$ cat config.mk
export PLATFORM = sky130hd
export DESIGN_NAME = command_frame_parser_top
export DESIGN_NICKNAME = d
export VERILOG_FILES = /design/src/sv/cfp_pkg.sv /design/src/sv/command_frame_parser_top.sv /design/src/sv/cfp_fsm.sv /design/src/sv/cfp_out_reg.sv
export SDC_FILE = /design/constraint.sdc
export NUM_CORES = 1
export LEC_CHECK = 0
export BUFFER_PORTS_ARGS = -buffer_cell sky130_fd_sc_hd__buf_4
export CAP_MARGIN = 20
export CORE_MARGIN = 10
export CORE_UTILIZATION = 58
export CTS_BUF_LIST = sky130_fd_sc_hd__clkbuf_4 sky130_fd_sc_hd__clkbuf_8 sky130_fd_sc_hd__clkbuf_16
export DETAILED_ROUTE_END_ITERATION = 10
export GPL_ROUTABILITY_DRIVEN = 0
export PLACE_DENSITY_LB_ADDON = 0.25
export SLEW_MARGIN = 20
export SYNTH_ARGS = -nofsm -noshare
export SYNTH_HDL_FRONTEND = slang
export SYNTH_SLANG_ARGS = --single-unit
$ cat constraint.sdc
create_clock -name clk -period 5.8 [get_ports clk]
set_clock_uncertainty 0.15 [all_clocks]
set_input_delay 0 -clock clk [delete_from_list [all_inputs] [get_ports clk]]
set_output_delay 0 -clock clk [all_outputs]
set_load 0.01 [all_outputs]
$ cat src/sv/cfp_pkg.sv
`timescale 1ns / 1ps
// ----------------------------------------------------------------------------
// Command frame parser package
// Shared types and constants for the command frame parser.
// ----------------------------------------------------------------------------
package cfp_pkg;

  localparam int unsigned ByteW = 8;
  localparam int unsigned WordW = 32;
  localparam int unsigned CountW = 3;
  localparam int unsigned StatusW = 2;

  localparam logic [ByteW-1:0] CH_START = 8'h40;
  localparam logic [ByteW-1:0] CH_SEP = 8'h23;
  localparam logic [ByteW-1:0] CH_TERM = 8'h21;
  localparam logic [ByteW-1:0] CH_NUL = 8'h00;

  localparam logic [CountW-1:0] CMD_LAST = 3'd3;
  localparam logic [CountW-1:0] WORDS_LAST = 3'd7;

  localparam logic [StatusW-1:0] ST_BUSY = 2'd0;
  localparam logic [StatusW-1:0] ST_DONE = 2'd1;
  localparam logic [StatusW-1:0] ST_ERR = 2'd2;

  typedef enum logic [2:0] {
    PH_IDLE  = 3'd0,
    PH_CMD   = 3'd1,
    PH_SEP   = 3'd2,
    PH_WORDS = 3'd3,
    PH_TERM  = 3'd4
  } phase_t;

  typedef struct packed {
    logic [StatusW-1:0] status;
    logic [WordW-1:0]   command;
    logic [WordW-1:0]   first_word;
    logic [WordW-1:0]   second_word;
  } result_t;

endpackage

$ cat src/sv/command_frame_parser_top.sv
`timescale 1ns / 1ps
// ----------------------------------------------------------------------------
// Command frame parser
// Parses '@', four command bytes, '#', two little-endian 32-bit words and a
// terminator of '!' or zero from a stream of received bytes.
//
// The input channel carries one byte per transaction on rx_byte, qualified
// by in_valid and held off by in_stall. Every accepted byte gives exactly one
// result transaction on the output channel, qualified by out_valid and held
// off by out_stall. The status is busy while a frame is in progress, done on
// a good terminator and error on a wrong start, separator or terminator byte.
// A done result carries the command bytes and both words; other results
// carry zeros in those fields.
// A byte's result appears in the cycle after its acceptance, from a single
// output register. One byte is taken every cycle while the output side does
// not stall; a stalled result holds in place and stalls the input only while
// it waits. Reset returns the parser to idle and empties the output register.
// ----------------------------------------------------------------------------
module command_frame_parser_top (
  input  logic                          clk,
  input  logic                          rst,
  input  logic                          in_valid,
  output logic                          in_stall,
  input  logic [cfp_pkg::ByteW-1:0]     rx_byte,
  output logic                          out_valid,
  input  logic                          out_stall,
  output logic [cfp_pkg::StatusW-1:0]   status,
  output logic [cfp_pkg::WordW-1:0]     command,
  output logic [cfp_pkg::WordW-1:0]     first_word,
  output logic [cfp_pkg::WordW-1:0]     second_word
);

  logic accept;
  logic space;
  cfp_pkg::result_t result;
  cfp_pkg::result_t out_result;

  assign in_stall = !space;
  assign accept = in_valid && space;

  cfp_fsm u_fsm (
    .clk     (clk),
    .rst     (rst),
    .accept  (accept),
    .rx_byte (rx_byte),
    .result  (result)
  );

  cfp_out_reg u_out_reg (
    .clk        (clk),
    .rst        (rst),
    .load       (accept),
    .result     (result),
    .space      (space),
    .out_valid  (out_valid),
    .out_stall  (out_stall),
    .out_result (out_result)
  );

  assign status = out_result.status;
  assign command = out_result.command;
  assign first_word = out_result.first_word;
  assign second_word = out_result.second_word;

endmodule

$ cat src/sv/cfp_fsm.sv
`timescale 1ns / 1ps
// ----------------------------------------------------------------------------
// Command frame parser state machine
// Tracks the frame phase, assembles the command and words, and forms the
// result of each accepted byte.
// ----------------------------------------------------------------------------
module cfp_fsm (
  input  logic                           clk,
  input  logic                           rst,
  input  logic                           accept,
  input  logic [cfp_pkg::ByteW-1:0]      rx_byte,
  output cfp_pkg::result_t               result
);

  cfp_pkg::phase_t phase, phase_next;
  logic [cfp_pkg::CountW-1:0] byte_count, byte_count_next;
  logic [cfp_pkg::WordW-1:0] command_reg, command_reg_next;
  logic [cfp_pkg::WordW-1:0] word_a_reg, word_a_reg_next;
  logic [cfp_pkg::WordW-1:0] word_b_reg, word_b_reg_next;
  logic [cfp_pkg::StatusW-1:0] status;

  always_comb begin
    phase_next = phase;
    byte_count_next = byte_count;
    command_reg_next = command_reg;
    word_a_reg_next = word_a_reg;
    word_b_reg_next = word_b_reg;
    case (phase)
      cfp_pkg::PH_CMD: begin
        command_reg_next[{byte_count[1:0], 3'b000} +: cfp_pkg::ByteW] = rx_byte;
        byte_count_next = byte_count + 3'd1;
        if (byte_count == cfp_pkg::CMD_LAST) begin
          phase_next = cfp_pkg::PH_SEP;
          byte_count_next = '0;
        end
      end
      cfp_pkg::PH_SEP: begin
        if (rx_byte == cfp_pkg::CH_SEP) begin
          phase_next = cfp_pkg::PH_WORDS;
          byte_count_next = '0;
          word_a_reg_next = '0;
          word_b_reg_next = '0;
        end else begin
          phase_next = cfp_pkg::PH_IDLE;
        end
      end
      cfp_pkg::PH_WORDS: begin
        if (!byte_count[2]) begin
          word_a_reg_next[{byte_count[1:0], 3'b000} +: cfp_pkg::ByteW] =
            word_a_reg[{byte_count[1:0], 3'b000} +: cfp_pkg::ByteW] | rx_byte;
        end else begin
          word_b_reg_next[{byte_count[1:0], 3'b000} +: cfp_pkg::ByteW] =
            word_b_reg[{byte_count[1:0], 3'b000} +: cfp_pkg::ByteW] | rx_byte;
        end
        byte_count_next = byte_count + 3'd1;
        if (byte_count == cfp_pkg::WORDS_LAST) begin
          phase_next = cfp_pkg::PH_TERM;
        end
      end
      cfp_pkg::PH_TERM: begin
        phase_next = cfp_pkg::PH_IDLE;
      end
      default: begin
        if (rx_byte == cfp_pkg::CH_START) begin
          phase_next = cfp_pkg::PH_CMD;
          byte_count_next = '0;
        end else begin
          phase_next = cfp_pkg::PH_IDLE;
        end
      end
    endcase
  end

  always_comb begin
    status = cfp_pkg::ST_BUSY;
    case (phase)
      cfp_pkg::PH_CMD: begin
        status = cfp_pkg::ST_BUSY;
      end
      cfp_pkg::PH_SEP: begin
        status = (rx_byte == cfp_pkg::CH_SEP) ? cfp_pkg::ST_BUSY : cfp_pkg::ST_ERR;
      end
      cfp_pkg::PH_WORDS: begin
        status = cfp_pkg::ST_BUSY;
      end
      cfp_pkg::PH_TERM: begin
        status = (rx_byte == cfp_pkg::CH_TERM || rx_byte == cfp_pkg::CH_NUL) ?
                 cfp_pkg::ST_DONE : cfp_pkg::ST_ERR;
      end
      default: begin
        status = (rx_byte == cfp_pkg::CH_START) ? cfp_pkg::ST_BUSY : cfp_pkg::ST_ERR;
      end
    endcase
  end

  always_comb begin
    result.status = status;
    if (status == cfp_pkg::ST_DONE) begin
      result.command = command_reg;
      result.first_word = word_a_reg;
      result.second_word = word_b_reg;
    end else begin
      result.command = '0;
      result.first_word = '0;
      result.second_word = '0;
    end
  end

  always_ff @(posedge clk) begin
    if (rst) begin
      phase <= cfp_pkg::PH_IDLE;
      byte_count <= '0;
      command_reg <= '0;
      word_a_reg <= '0;
      word_b_reg <= '0;
    end else if (accept) begin
      phase <= phase_next;
      byte_count <= byte_count_next;
      command_reg <= command_reg_next;
      word_a_reg <= word_a_reg_next;
      word_b_reg <= word_b_reg_next;
    end
  end

  a_cmd_count_range: assert property (@(posedge clk) disable iff (rst)
    phase == cfp_pkg::PH_CMD |-> byte_count <= cfp_pkg::CMD_LAST)
    else $error("Command byte count out of range.");

  a_term_to_idle: assert property (@(posedge clk) disable iff (rst)
    accept && phase == cfp_pkg::PH_TERM |=> phase == cfp_pkg::PH_IDLE)
    else $error("Parser did not return to idle after the terminator.");

  a_bad_start_stays_idle: assert property (@(posedge clk) disable iff (rst)
    accept && phase == cfp_pkg::PH_IDLE && rx_byte != cfp_pkg::CH_START
    |=> phase == cfp_pkg::PH_IDLE)
    else $error("Parser left idle on a wrong start byte.");

endmodule

$ cat src/sv/cfp_out_reg.sv
`timescale 1ns / 1ps
// ----------------------------------------------------------------------------
// Command frame parser output register
// Holds one result transaction and lets a new one load as the old one leaves.
// ----------------------------------------------------------------------------
module cfp_out_reg (
  input  logic             clk,
  input  logic             rst,
  input  logic             load,
  input  cfp_pkg::result_t result,
  output logic             space,
  output logic             out_valid,
  input  logic             out_stall,
  output cfp_pkg::result_t out_result
);

  logic full;
  cfp_pkg::result_t data;

  assign space = !full || !out_stall;
  assign out_valid = full;
  assign out_result = data;

  always_ff @(posedge clk) begin
    if (rst) begin
      full <= 1'b0;
    end else if (load) begin
      full <= 1'b1;
    end else if (!out_stall) begin
      full <= 1'b0;
    end
  end

  always_ff @(posedge clk) begin
    if (load) begin
      data <= result;
    end
  end

endmodule
==> impl_metrics.py, run 1 <==
metrics = {
    "timing": {
        "whs_ps": 130,
        "hold_viol_final": 0,
        "slew_viol_final": 0,
        "rsz0062_at_grt": "no",
        "timing.fmax_ghz": 0.253,
        "worst_pin_slew_ps": 1050,
        "min_period_ps": 3950,
        "maxSlewHeadroom_pct": 29.6,
        "fin_tns_setup_ps": 0,
        "setup_viol": 0,
        "fin_crit_sh_pct": 68.1,
    },
    "clocking": {
        "cts_tree": "built",
        "postCtsHoldBufs": 13,
        "cts_root_buf": "clkbuf_16",
        "cts-resized-gates": 0,
        "htreeDepth": 1,
        "clockBufferDepth": 3,
        "cts_setup_buffers": 0,
        "insertion_delay_ps": 490,
        "clkSlewWorstSetupHoldPaths_ps": 60,
        "clock-sinks": 201,
        "cts_buffers": 21,
    },
    "pwr": {
        "pwr_density_cell_nw_per_um2": 285,
        "p_comb_share_pct": 6.4,
        "seqPwrFrac_pct": 50.7,
        "intPower_mw": 2.37,
        "p_clk_share_pct": 42.9,
        "p_leak_nw": 3.84,
        "switchingPower_mw": 0.662,
        "vdd_ir_drop_max_mv": 0.176,
        "switching_share_pct": 21.8,
    },
    "worst_setup_path": {
        "path_max_fanout": 20,
        "slowest_stage": "dfxtp_1",
        "cp-end-kind": "flip-flop",
        "cpPeakStageDelay_ps": 920,
        "critPathKind": "flip-flop to flip-flop",
        "arrival_ps": 4230,
        "cp-start-kind": "flip-flop",
        "critPathRequiredTime_ps": 6080,
        "crit_chain": "ha_1 > nand4bb_1 > nor3_1 > a22oi_1 > nor2_1 > dlygate4sd3_1",
    },
    "die": {
        "start_util_pct": 58.8,
        "row_count": 45,
        "die_w_um": 144,
        "die_h_um": 144,
        "io_pins": 112,
        "core_area_um2": 15100,
        "die-area_um2": 20700,
    },
    "cells_and_area": {
        "synthToLayoutAreaGrowth_pct": 19.7,
        "final-instance-count-excl-fill": 1088,
        "largest_register_ffs": 98,
        "n_antenna_cell": 0,
        "layout-drive-gt1-share_pct": 22.7,
        "final_core_util_pct": 70.3,
        "final_nets": 907,
    },
    "yosys": {
        "syn_inst": 786,
        "synthesis.area_um2": 8900,
        "async_flop_share_pct": 0,
        "ys.flop_type": "dfxtp_1",
        "synth_edf_count": 98,
        "synth_seq_cells": 201,
        "yosysWarnings": 0,
        "synth-seq-area-share_pct": 56.2,
        "syn_avg_cell_area_um2": 11.3,
        "synth_nets": 806,
        "synth.distinct_cells": 46,
    },
    "global_route": {
        "grt_antenna_before_repair": 0,
        "track_usage_pct": 21.4,
        "grt_pass1_wl_um": 35800,
        "grt_max_degree": 99,
        "grt_pass1_vias": 6518,
        "overflow": 0,
    },
    "route": {
        "vias_per_cell": 6.18,
        "drc": 0,
        "vias": 6725,
        "drtIter0Drc": 638,
        "firstDrtPassIters": 5,
        "avgRoutedWirePerCell_um": 20.7,
        "ant_nets": 0,
        "wirelength_um": 22500,
    },
    "min_path": {
        "hold_class": "input port to flip-flop",
    },
    "placement": {
        "portBuffers": 111,
        "dp_hpwl_um": 14400,
        "dpl.cell_count": 1039,
    },
    "flow_run": {
        "drv_cap": 0,
    },
    "outcome": {
        "outcome": "finished, final reports clean",
    },
}
[cell families (layout without fill, tap and decap cells)]
logic type | after synthesis | count (layout) | synth area share, %
adders and majority gates | 8 | 8 | 1.12
buffers and inverters | 72 | 186 | 3.16
AOI/OAI and AO/OA | 133 | 133 | 9.24
xor gates and xnor gates | 1 | 1 | 0.0984
DFF | 201 | 201 | 56.2
and+or+nand+nor | 336 | 336 | 23.9
muxes | 35 | 35 | 6.21
[cell usage after synthesis (2+ instances only)]
cell type | count | share of area [%]
a22oi_1 | 32 | 2.7
mux2i_1 | 17 | 1.9
inv_1 | 12 | 0.51
mux2_2 | 2 | 0.25
dfxtp_1 | 103 | 23
buf_2 | 3 | 0.17
ha_1 | 8 | 1.1
o21ai_0 | 43 | 2.4
or4b_2 | 2 | 0.22
clkinv_1 | 2 | 0.084
or2_2 | 16 | 1.1
nor4_1 | 6 | 0.42
clkbuf_1 | 51 | 2.2
a31oi_1 | 9 | 0.63
nand2_1 | 18 | 0.76
or4bb_1 | 2 | 0.25
nor4b_1 | 40 | 3.9
nand2b_1 | 62 | 4.4
or4_1 | 9 | 0.76
nand3_1 | 12 | 0.67
nor3_1 | 10 | 0.56
a21oi_1 | 33 | 1.9
nor2b_1 | 5 | 0.35
nor3b_1 | 3 | 0.25
or3b_2 | 2 | 0.20
edfxtp_1 | 98 | 33
nand4bb_1 | 2 | 0.25
nor4_4 | 2 | 0.48
a211oi_1 | 2 | 0.17
nor2_1 | 40 | 1.7
buf_1 | 3 | 0.13
mux4_2 | 16 | 4.0
o311ai_0 | 8 | 0.79
and2_1 | 98 | 6.9
o21bai_1 | 2 | 0.17
nand4b_1 | 3 | 0.30
[per-stage QoR]
stage          worst slack (ps)  total power, mW  instance area, um^2
2_1_floorplan              1530             1.67                 8900
3_3_place_gp               2030             1.75                 9850
3_5_place_dp               2360             1.75                 9860
4_1_cts                    1980             3.04                10700
5_1_grt                    1660             3.12                10700
6_report                   1850             3.03                10700
[worst max-delay path: cells and delay by family (launching register included)]
| family | cells | cell delay [ps] |
|---|---|---|
| buffers and inverters | 1 | 540 |
| and+or+nand+nor | 3 | 1310 |
| AOI/OAI and AO/OA | 1 | 210 |
| adders and majority gates | 1 | 760 |
| DFF | 1 | 920 |
[path summary, 6_finish.rpt]
kind	from	to	slack, ps	depth (start not counted)
setup / recovery	u_fsm.byte_count[1]$_SDFFE_PP0P_	u_fsm.command_reg[23]$_SDFFE_PP0P_	1850	6
hold / removal	out_stall	u_fsm.byte_count[1]$_SDFFE_PP0P_	130	4
setup reg to reg	u_fsm.byte_count[1]$_SDFFE_PP0P_	u_fsm.command_reg[23]$_SDFFE_PP0P_	1850	6
hold reg to reg	u_fsm.command_reg[16]$_SDFFE_PP0P_	u_fsm.command_reg[16]$_SDFFE_PP0P_	340	2
[metal layers]
metal  vias up  GRT usage (%)  routed length [um]
met2       338           34.4               10600
met1      3305           28.9                9490
li1       3047              -                   -
met4         0           6.29                 426
met5         -              0                   0
met3        35           4.03                1960
[power by group through the flow]
stage / logic (mW) / clock network (mW) / registers (mW)
after detailed placement: 0.186 / 0 / 1.57
after global routing: 0.207 / 1.37 / 1.54
after floorplan: 0.0866 / 0 / 1.58
final: 0.194 / 1.30 / 1.54
after global placement: 0.181 / 0 / 1.57
after CTS: 0.194 / 1.31 / 1.54
[layout by cell type (no fill, tap or decap), types with 3 or more instances in the layout]
master / count
nor3_1: 10
nor4_4: 3
a31oi_1: 9
or4_1: 9
nor4_1: 3
mux4_2: 16
or2_2: 16
and2_1: 98
mux2i_1: 17
dfxtp_1: 103
nand3_1: 12
nor2b_1: 5
dlygate4sd3_1: 13
o21ai_0: 43
clkinv_2: 4
nor3b_1: 3
buf_4: 123
nand4b_1: 3
a22oi_1: 32
nand2b_1: 62
a21oi_1: 33
edfxtp_1: 98
clkbuf_16: 21
nor4b_1: 40
clkinv_1: 5
o311ai_0: 8
nand2_1: 18
nor2_1: 40
ha_1: 8
inv_1: 12
[cell type report]
cell class	instances	area, um^2
clock buffers	24	554
repair buffers	136	1050
clock inverters	12	110
inverters	14	55.1
flip-flops and latches	201	5000
well taps	188	235
fillers	1079	4490
multi-input cells	513	3640
Power figures use the tool's default switching activity.
==> run 2, diff against run 1 <==
--- a/config.mk
+++ b/config.mk
@@ -5,10 +5,11 @@
 export SDC_FILE = /design/constraint.sdc
 export NUM_CORES = 1
 export LEC_CHECK = 0
+export ABC_AREA = 1
 export BUFFER_PORTS_ARGS = -buffer_cell sky130_fd_sc_hd__buf_4
 export CAP_MARGIN = 20
 export CORE_MARGIN = 10
-export CORE_UTILIZATION = 58
+export CORE_UTILIZATION = 53
 export CTS_BUF_LIST = sky130_fd_sc_hd__clkbuf_4 sky130_fd_sc_hd__clkbuf_8 sky130_fd_sc_hd__clkbuf_16
 export DETAILED_ROUTE_END_ITERATION = 10
 export GPL_ROUTABILITY_DRIVEN = 0
==> constraint.sdc (replaced) <==
create_clock -name clk -period 3.4 [get_ports clk]
set_clock_uncertainty 0.15 [all_clocks]
set_input_delay 0 -clock clk [delete_from_list [all_inputs] [get_ports clk]]
set_output_delay 0 -clock clk [all_outputs]
set_load 0.01 [all_outputs]
==> run 2 against run 1 <==
Global-route usage shrank 1.5 points. Routed wire length grew 2.2%. Utilization shrank 5.2 points. Clock power grew 70%. Sequential cell count is the same. Worst setup slack lost 830 ps.
==> impl_metrics.py, run 2 <==
metrics = {
    "outcome": {
        "outcome": "finished, final reports clean",
    },
    "clocking": {
        "cts-resized-gates": 0,
        "clock-sinks": 201,
        "clockBufferDepth": 3,
        "cts_setup_buffers": 0,
        "clkSlewWorstSetupHoldPaths_ps": 60,
        "cts_buffers": 20,
        "insertion_delay_ps": 500,
        "htreeDepth": 1,
        "cts_tree": "built",
        "cts_root_buf": "clkbuf_16",
    },
    "yosys": {
        "synth_edf_count": 98,
        "synthesis.area_um2": 9120,
        "synthAdderAreaFrac_pct": 1.10,
        "synth-seq-area-share_pct": 54.9,
        "synthTopCellsByCount": "nand2_1, nor2_1, inv_1",
        "ys.flop_type": "dfxtp_1",
        "yosysMostFrequentCell": "nand2_1",
        "synth.area.top_cells": "edfxtp_1, dfxtp_1, nand2_1",
        "synth_seq_cells": 201,
        "synth_nets": 1149,
        "yosys.area.top_type_share_pct": 32.3,
        "syn_avg_cell_area_um2": 8.08,
        "async_flop_share_pct": 0,
        "synth.distinct_cells": 36,
        "yosysWarnings": 0,
        "syn_inst": 1129,
        "synth_mux_area_share_pct": 0,
        "synth_top_cell_by_area": "edfxtp_1",
        "synth_xor_area_share_pct": 0,
        "synthSimpleGateAreaFrac_pct": 29.8,
        "synth_top_family_by_area": "simple AND/OR/NAND/NOR gates",
        "synth-compound-area-share_pct": 5.47,
    },
    "timing": {
        "min_period_ps": 2380,
        "rsz0062_at_grt": "no",
        "fin_crit_sh_pct": 69.9,
        "slew_viol_final": 0,
        "hold_viol_final": 0,
        "maxSlewHeadroom_pct": 39.3,
        "timing.fmax_ghz": 0.421,
        "worst_pin_slew_ps": 910,
        "fin_tns_setup_ps": 0,
        "setup_viol": 0,
        "whs_ps": 53.4,
    },
    "global_route": {
        "grt_antenna_before_repair": 0,
        "overflow": 0,
        "grt_pass1_wl_um": 37300,
        "track_usage_pct": 19.9,
        "grt_max_degree": 86,
        "grt_pass1_vias": 7005,
    },
    "die": {
        "io_pins": 112,
        "row_count": 47,
        "core_area_um2": 16700,
        "die_w_um": 151,
        "die_h_um": 151,
        "die-area_um2": 22900,
        "start_util_pct": 54.6,
    },
    "pwr": {
        "p_leak_nw": 4.24,
        "pwr_density_cell_nw_per_um2": 497,
        "vdd_ir_drop_max_mv": 0.339,
    },
    "worst_setup_path": {
        "path_max_fanout": 55,
        "critPathKind": "flip-flop to flip-flop",
        "critPathRequiredTime_ps": 3680,
        "cp-end-kind": "flip-flop",
        "cp-start-kind": "flip-flop",
        "arrival_ps": 2660,
    },
    "route": {
        "vias": 7536,
        "wirelength_um": 23000,
        "avgRoutedWirePerCell_um": 15.6,
        "firstDrtPassIters": 5,
        "ant_nets": 0,
        "drtIter0Drc": 806,
        "vias_per_cell": 5.11,
        "drc": 0,
    },
    "cells_and_area": {
        "synthToLayoutAreaGrowth_pct": 19.3,
        "final_nets": 1261,
        "multiInputGateArea_um2": 3320,
        "layout-drive-gt1-share_pct": 15.6,
        "final_cell_mix": "nand2_1, nor2_1, inv_1",
        "largest_register_ffs": 98,
        "nFillCells": 1435,
        "regArea_um2": 5000,
        "layout_commonest_cell": "nand2_1",
        "n_antenna_cell": 0,
    },
    "placement": {
        "dp_hpwl_um": 15800,
        "portBuffers": 111,
    },
    "min_path": {
        "hold_class": "input port to flip-flop",
    },
    "flow_run": {
        "drv_cap": 0,
    },
}
[run 2: area by class of cell]
type                    instances  share of cell area [%]
multi-input cells             729                    30.5
inverters                     157                    5.43
clock buffers                  28                    5.43
clock inverters                 8                   0.644
flip-flops and latches        201                    46.0
well taps                     220                    2.53
repair buffers                132                    9.48
[run 2: stage by stage]
step | std cells | area [um^2] | utilization [%] | setup WS (ps) | power, mW
floorplan | 1129 | 9120 | - | 172 | 3.04
global placement | 1428 | 10100 | 60.5 | 1150 | 3.23
detailed placement | 1428 | 10100 | 60.5 | 1060 | 3.23
CTS | 1475 | 10900 | 65.1 | 1040 | 5.43
global route | 1475 | 10900 | 65.1 | 848 | 5.61
finish | 1475 | 10900 | 65.1 | 1020 | 5.41
[run 2: path summary, 6_finish.rpt]
check,startpoint,to,slack (ps),cells after the start
min reg2reg,u_fsm.command_reg[24]$_SDFFE_PP0P_,u_fsm.command_reg[24]$_SDFFE_PP0P_,310,2
max reg2reg,u_fsm.byte_count[0]$_SDFFE_PP0P_,u_fsm.word_a_reg[31]$_SDFFE_PP0P_,1020,8
max,u_fsm.byte_count[0]$_SDFFE_PP0P_,u_fsm.word_a_reg[31]$_SDFFE_PP0P_,1020,8
min,in_valid,u_fsm.word_a_reg[23]$_SDFFE_PP0P_,50,7
[run 2: logic make-up after synthesis]
logic type,after synthesis
flops,201
fa+ha+maj,8
buf+inv,199
compound gates,98
simple gates,623
[run 2: repair_timing]
action / in CTS / in global routing
hold buffers: 11 / 0
hold endpoints to repair: 58 / 0
setup endpoints to repair: 0 / 0
[run 2: per-layer routing]
metal / up-vias / GRT usage, % / routed length, um
met5: - / 0 / 0
met4: 0 / 4.96 / 400
met3: 33 / 5.01 / 2590
met2: 344 / 28.1 / 9560
met1: 3397 / 29.7 / 10400
li1: 3762 / - / -
[run 2: critical path, stage by stage, from the launching register on]
cell and delay [ps]:
dfxtp_1 340, buf_4 500, ha_1 370, nand2_1 100, nor2_1 350, nand3_4 180, nor2_1 170, nor2_1 60
nor2_1 70
[run 2: power breakdown]
group          internal (mW)  switching (mW)  total (mW)
registers               2.61          0.0325        2.64
logic                  0.177           0.380       0.558
clock network           1.29           0.920        2.21
total                   4.08            1.33        5.41
